## config.mk

```make
export PLATFORM = sky130hd
export DESIGN_NAME = gfm_reduce
export DESIGN_NICKNAME = d
export VERILOG_FILES = /design/src/sv/gfm_pkg.sv /design/src/sv/gfm_reduce.sv
export SDC_FILE = /design/constraint.sdc
export NUM_CORES = 1
export LEC_CHECK = 0
export BUFFER_PORTS_ARGS = -buffer_cell sky130_fd_sc_hd__buf_2
export CAP_MARGIN = 20
export CORE_AREA = 2 2 337 339
export DETAILED_ROUTE_END_ITERATION = 8
export DIE_AREA = 0 0 339 341
export REMOVE_ABC_BUFFERS = 1
export SLEW_MARGIN = 5
export SYNTH_ARGS = -nofsm -noshare
export SYNTH_HDL_FRONTEND = slang
export SYNTH_SLANG_ARGS = --single-unit
```

## constraint.sdc

```tcl
create_clock -name clk -period 20.6 [get_ports clk]
set_input_delay 5.15 -clock clk [delete_from_list [all_inputs] [get_ports clk]]
set_output_delay 5.15 -clock clk [all_outputs]
set_load 0.01 [all_outputs]
```

## src/sv/gfm_pkg.sv

```systemverilog
// ----------------------------------------------------------------------------
// GF(2^283) multiplier package
// Field sizes, limb widths, the pentanomial taps and the pipeline payload type
// that the multiplier modules use.
// ----------------------------------------------------------------------------
package gfm_pkg;

	// Field and limb geometry.
	localparam int FIELD_BITS = 283;
	localparam int PROD_BITS  = 2 * FIELD_BITS - 1;
	localparam int LIMB_W     = 64;
	localparam int TOP_W      = 27;

	// Bits of the second operand that one accumulate stage consumes.
	localparam int CHUNK_W_DEF = 32;

	// Low taps of x^283 + x^12 + x^7 + x^5 + 1.
	localparam int TAP_A = 5;
	localparam int TAP_B = 7;
	localparam int TAP_C = 12;

	// Width after the first fold: the high half shifted by the top tap.
	localparam int FOLD_BITS = PROD_BITS - FIELD_BITS + TAP_C;
	localparam int OVF_BITS  = FOLD_BITS - FIELD_BITS;

	typedef logic [FIELD_BITS-1:0] elem_t;
	typedef logic [PROD_BITS-1:0]  prod_t;
	typedef logic [FOLD_BITS-1:0]  fold_t;

	// Payload that travels down the accumulate pipeline.
	typedef struct packed {
		elem_t a;
		elem_t b;
		prod_t acc;
	} mac_data_t;

endpackage

```

## src/sv/gfm_reduce.sv

```systemverilog
// ----------------------------------------------------------------------------
// Pentanomial reduction
// Two pipeline stages that fold the 565-bit product modulo
// x^283 + x^12 + x^7 + x^5 + 1: a wide fold of the high half, then a short
// fold of the few bits that the first one pushes past bit 282.
// ----------------------------------------------------------------------------
module gfm_reduce (
	input  logic           clk,
	input  logic           arst_n,
	input  logic           in_valid,
	output logic           in_ready,
	input  gfm_pkg::prod_t in_prod,
	output logic           out_valid,
	input  logic           out_ready,
	output gfm_pkg::elem_t out_elem
);
	import gfm_pkg::*;

	localparam int HI_BITS = PROD_BITS - FIELD_BITS;

	logic                valid_s1;
	logic                valid_s2;
	fold_t               fold_s1;
	elem_t               res_s2;
	logic                ready_s1;
	logic [HI_BITS-1:0]  hi;
	fold_t               fold_next;
	logic [OVF_BITS-1:0] ovf;
	elem_t               res_next;

	// First fold: x^283 == x^12 + x^7 + x^5 + 1, applied to the high half.
	always_comb begin
		hi        = in_prod[PROD_BITS-1:FIELD_BITS];
		fold_next = FOLD_BITS'(in_prod[FIELD_BITS-1:0])
			^ FOLD_BITS'(hi)
			^ (FOLD_BITS'(hi) << TAP_A)
			^ (FOLD_BITS'(hi) << TAP_B)
			^ (FOLD_BITS'(hi) << TAP_C);
	end

	// Second fold: the overflow is short enough that no third pass is needed.
	always_comb begin
		ovf      = fold_s1[FOLD_BITS-1:FIELD_BITS];
		res_next = fold_s1[FIELD_BITS-1:0]
			^ FIELD_BITS'(ovf)
			^ (FIELD_BITS'(ovf) << TAP_A)
			^ (FIELD_BITS'(ovf) << TAP_B)
			^ (FIELD_BITS'(ovf) << TAP_C);
	end

	// Elastic handshake for both stages.
	assign ready_s1 = !valid_s2 || out_ready;
	assign in_ready = !valid_s1 || ready_s1;

	always_ff @(posedge clk or negedge arst_n) begin
		if (!arst_n) begin
			valid_s1 <= 1'b0;
			valid_s2 <= 1'b0;
		end else begin
			if (in_ready) begin
				valid_s1 <= in_valid;
			end
			if (ready_s1) begin
				valid_s2 <= valid_s1;
			end
		end
	end

	always_ff @(posedge clk) begin
		if (in_valid && in_ready) begin
			fold_s1 <= fold_next;
		end
		if (valid_s1 && ready_s1) begin
			res_s2 <= res_next;
		end
	end

	assign out_valid = valid_s2;
	assign out_elem  = res_s2;

endmodule
```

======== Yosys cells after proc, flatten, opt, wreduce, memory -nomap -nowiden ========
Index checks and enable logic that the tools add are counted.
storage, ports and cells
  word-level logic and storage cells ...... 18
  input bits .............................. 569
  output and inout bits ................... 285
  flip-flop bits (word level) ............. 579
cells by class
  reductions and logical operators ........ 6
  bitwise logic cells ..................... 8
operators by type and width
  cell                      count
  XOR 289 x 294 -> 294 bit  1
  XOR 287 x 289 -> 289 bit  1
  XOR 283 x 287 -> 287 bit  1
  XOR 283 x 11 -> 283 bit   1
  XOR 283 x 16 -> 283 bit   1
  XOR 283 x 18 -> 283 bit   1
  XOR 283 x 23 -> 283 bit   1
  XOR 283 x 282 -> 283 bit  1
  logical AND 1 bit         2
  logical NOT 1 bit         2
  logical OR 1 bit          2

======== Logic depth before layout (Yosys ltp) ========
  word-level depth ........................ 4
  gate-level depth with buffers ........... 3
  depth with buffers taken out ............ 2

======== Worst setup path before layout ========
No wires, ideal clock.
  kind .................................... input to register
  start point ............................. input port out_ready
  end point ............................... register fold_s1[0], enable pin
  data arrival time ....................... 12.044 ns
  data required time ...................... 19.906 ns
  path slack .............................. 7.862 ns
  path buffers ............................ 0
  stages on the path ...................... 2
  cells stage by stage .................... nand3b_1 > and2_1
between the ends
  cells in the longest elaborated chain, start to end .. 3
RTL lines
  item                  RTL line          RTL
  from (decl)           gfm_reduce.sv:14  input logic out_ready,
  logical OR 1 bit      gfm_reduce.sv:52  assign ready_s1 = !valid_s2 || out_ready;
  logical OR 1 bit      gfm_reduce.sv:53  assign in_ready = !valid_s1 || ready_s1;
  logical AND 1 bit     gfm_reduce.sv:70  if (in_valid && in_ready) begin
  to (signal assigned)  gfm_reduce.sv:71  fold_s1 <= fold_next;
  to (decl)             gfm_reduce.sv:23  fold_t fold_s1;
Every way passes these cells.
A chain may end at the register's enable or synchronous reset.

======== Final worst setup path ========
  start point ............................. input port out_ready
  end point ............................... output port in_ready
between the ends
  cells in the longest elaborated chain, start to end .. 2
RTL lines
  item              RTL line          RTL
  logical OR 1 bit  gfm_reduce.sv:52
  logical OR 1 bit  gfm_reduce.sv:53
  to (decl)         gfm_reduce.sv:11  output logic in_ready,
Every way passes these cells.

==> flow_metrics.py <==
metrics = {
    "flow_run": {
        "maxCapViolCount": 0,
    },
    "place": {
        "place.gp.congestion": 0.969,
        "numPortBuffers": 853,
        "dp_hpwl_um": 71000,
        "dp_slack_ps": 9840,
    },
    "sta": {
        "timing_hold_violations_final": 0,
        "timing.final.setup_violations": 0,
        "slew_at_the_pin_closest_to_its_max_slew_limit_ps": 1210,
        "timing.final.crit_share": 0.523,
        "post-route-min-period_ps": 10770,
        "fin_worst_skew_ps": 29.4,
        "postLayoutSetupSlackWorst_ps": 9830,
        "slew_violations": 0,
        "fin_setup_tns_ps": 0,
        "clock.fmax_ghz": 0.0929,
        "rsz_0062_raised_after_global_routing": "no",
        "headroom_to_the_max_slew_limit": 0.190,
    },
    "hold_path": {
        "min-delay-path-class": "flop to flop",
        "worstHoldPathCells": 0,
        "worstHoldEndpoint": "out_elem[193]$_DFFE_PP_",
        "timing.hold.worst.start": "fold_s1[193]$_DFFE_PP_",
    },
    "synth": {
        "synth-async-reset-ratio": 0.00345,
        "post_synth_most_frequent_cells": "sky130_fd_sc_hd__edfxtp_1 (577), sky130_fd_sc_hd__xnor2_1 (224), sky130_fd_sc_hd__xnor3_1 (223)",
        "synth_area_um2": 27200,
        "seq_area_frac_synth": 0.639,
        "post_synth_num_cell_types": 11,
        "synth_area_per_cell_um2": 21.4,
        "synth_area_leader_cell": "sky130_fd_sc_hd__edfxtp_1",
        "synthesized_instance_count": 1271,
        "synth-edff-count": 577,
        "synth.top_cells.by_area": "sky130_fd_sc_hd__edfxtp_1 (64%), sky130_fd_sc_hd__xnor3_1 (18%), sky130_fd_sc_hd__xnor2_1 (7.2%), sky130_fd_sc_hd__xor2_1 (6.1%), sky130_fd_sc_hd__xor3_1 (4.1%)",
        "synth_largest_type_area_fraction": 0.637,
        "most_instantiated_library_cell_after_synthesis": "sky130_fd_sc_hd__edfxtp_1",
        "dominantRegCellSynth": "sky130_fd_sc_hd__edfxtp_1",
        "yosysWarningCount": 0,
        "synth.ff_latch_count": 579,
    },
    "critical_path": {
        "worstPathMaxFanout": 3,
        "critPathCaptureType": "output port",
        "critical_path.startpoint_type": "input port",
        "cp_data_required_time_ps": 15450,
        "r2r_cell_count": 4,
        "r2r_start": "out_valid$_DFFE_PN0P_",
        "critical_path.reg2reg.endpoint": "out_elem[194]$_DFFE_PP_",
        "setup.worst_path.class": "input port to output port",
        "arrival_ps": 5620,
        "reg2reg_slack_ps": 17340,
    },
    "drt": {
        "drt-total-wl_um": 87500,
        "drt_drc_violations_left": 0,
        "drt.antenna.violating_nets": 0,
        "num_vias": 14800,
        "wl_per_cell_um": 23.3,
        "detail_route.iter0.violations": 890,
        "first_pass_iters": 5,
        "avgViaCountPerCell": 3.95,
    },
    "pwr": {
        "peak_supply_drop_v": 0.0000465,
        "p_total_uw": 3450,
        "power.leakage_uw": 0.0156,
        "power_density_over_the_cells_nw_per_um2": 96.4,
    },
    "clock_tree": {
        "clock_insertion_delay_worst_skew_ps": 630,
        "cts_resized": 0,
        "clock_tree.root_cell": "sky130_fd_sc_hd__clkbuf_16",
        "cts-hold-fix-buffers": 0,
        "cts_setup_buffers": 0,
        "clkTransAtPathRegs_ps": 60,
        "ctsLongestPathBuffers": 3,
        "clkSinkCount": 579,
        "cts_tree": "yes",
        "number_of_h_tree_levels": 3,
        "tritoncts.num_buffers": 70,
    },
    "global_routing": {
        "grt_pass1_vias": 15500,
        "wire_length_of_the_first_global_routing_pass_um": 117000,
        "grt_antenna_before_repair": 11,
        "grt_start_max_net_pins": 138,
        "grt_overflow": 0,
        "grt_usage": 0.146,
    },
    "die": {
        "placementRows": 123,
        "chip_height_um": 341,
        "die_width_um": 339,
        "die_area_um2": 116000,
        "core-area_um2": 112000,
        "pin_count": 854,
        "starting_density": 0.243,
    },
    "final_layout": {
        "final_nets": 2771,
        "layout-area-overhead-vs-synth_pct": 31.6,
        "drive_above_1_share": 0.428,
    },
    "run_status": {
        "outcome": "completed",
    },
}
## state kept, by name, indices dropped and copies added (netlist names)
register	flops
fold_s1	294
out_elem	283
out_valid	1
valid_s1	1
## area by class of cell
type | count | area (um2)
Fill cell | 11000 | 76100
Timing Repair Buffer | 861 | 4340
Antenna cell | 5 | 12.5
Sequential cell | 579 | 17400
Multi-Input combinational cell | 690 | 9820
Clock inverter | 44 | 518
Tap cell | 1500 | 1880
Clock buffer | 84 | 1850
## cells by family (layout without fill, tap and decap cells)
kind of cell	count (synthesis)	count (layout)	share of synthesized area
buf+inv	2	989	0.000368
other cells	0	5	0
simple gates	6	6	0.00143
flops	579	579	0.639
xor+xnor	684	684	0.359
## per-stage QoR
step	hold WS [ps]	util	area, um2	instances
after floorplan	400	-	27200	1269
after global placement	400	0.299	33400	3629
after detailed placement	405	0.299	33400	3629
after CTS	397	0.320	35800	3757
after global routing	414	0.320	35800	3763
final	395	0.320	35800	3763
## worst max-delay path, stage by stage
cell                       delay [ps]
sky130_fd_sc_hd__buf_2            110
sky130_fd_sc_hd__nand3b_1         190
sky130_fd_sc_hd__buf_2            170
## power breakdown
part,total [uW],switching [uW],internal [uW],leakage [uW]
logic,614,310,304,0.00889
clock network,1280,514,762,0.00115
registers,1560,41.7,1520,0.00556
## routing by layer
metal / vias to the layer above / routed length (um) / global-route usage
li1: 6643 / - / -
met1: 7389 / 34800 / 0.177
met2: 670 / 43000 / 0.244
met3: 139 / 6740 / 0.0414
met4: 8 / 2920 / 0.0581
met5: - / 53 / 0
## worst max path at each step
stage	start	to	slack, ps
CTS	out_ready	in_ready	9840
global placement	out_ready	in_ready	9830
global route	out_ready	in_ready	9810
detailed placement	out_ready	in_ready	9840
floorplan	out_ready	fold_s1[0]$_DFFE_PP_	7860
finish	out_ready	in_ready	9830
## cells in the final DEF (no fill, tap or decap)
| cell type | count |
|---|---|
| sky130_fd_sc_hd__clkinv_1 | 13 |
| sky130_fd_sc_hd__clkbuf_1 | 12 |
| sky130_fd_sc_hd__xor3_1 | 47 |
| sky130_fd_sc_hd__nand3b_1 | 1 |
| sky130_fd_sc_hd__clkinv_4 | 1 |
| sky130_fd_sc_hd__inv_8 | 1 |
| sky130_fd_sc_hd__nand2b_1 | 3 |
| sky130_fd_sc_hd__xor2_2 | 1 |
| sky130_fd_sc_hd__edfxtp_1 | 577 |
| sky130_fd_sc_hd__and2_4 | 2 |
| sky130_fd_sc_hd__bufinv_16 | 9 |
| sky130_fd_sc_hd__xnor2_1 | 224 |
| sky130_fd_sc_hd__clkinvlp_4 | 3 |
| sky130_fd_sc_hd__xnor3_1 | 223 |
| sky130_fd_sc_hd__diode_2 | 5 |
| sky130_fd_sc_hd__buf_4 | 7 |
| sky130_fd_sc_hd__buf_12 | 1 |
| sky130_fd_sc_hd__clkinv_8 | 1 |
| sky130_fd_sc_hd__inv_16 | 3 |
| sky130_fd_sc_hd__buf_2 | 853 |
| sky130_fd_sc_hd__clkinv_2 | 9 |
| sky130_fd_sc_hd__inv_6 | 4 |
| sky130_fd_sc_hd__dfrtp_1 | 2 |
| sky130_fd_sc_hd__xor2_1 | 189 |
| sky130_fd_sc_hd__clkbuf_16 | 72 |
No activity file was read; power rests on OpenSTA's default activity.
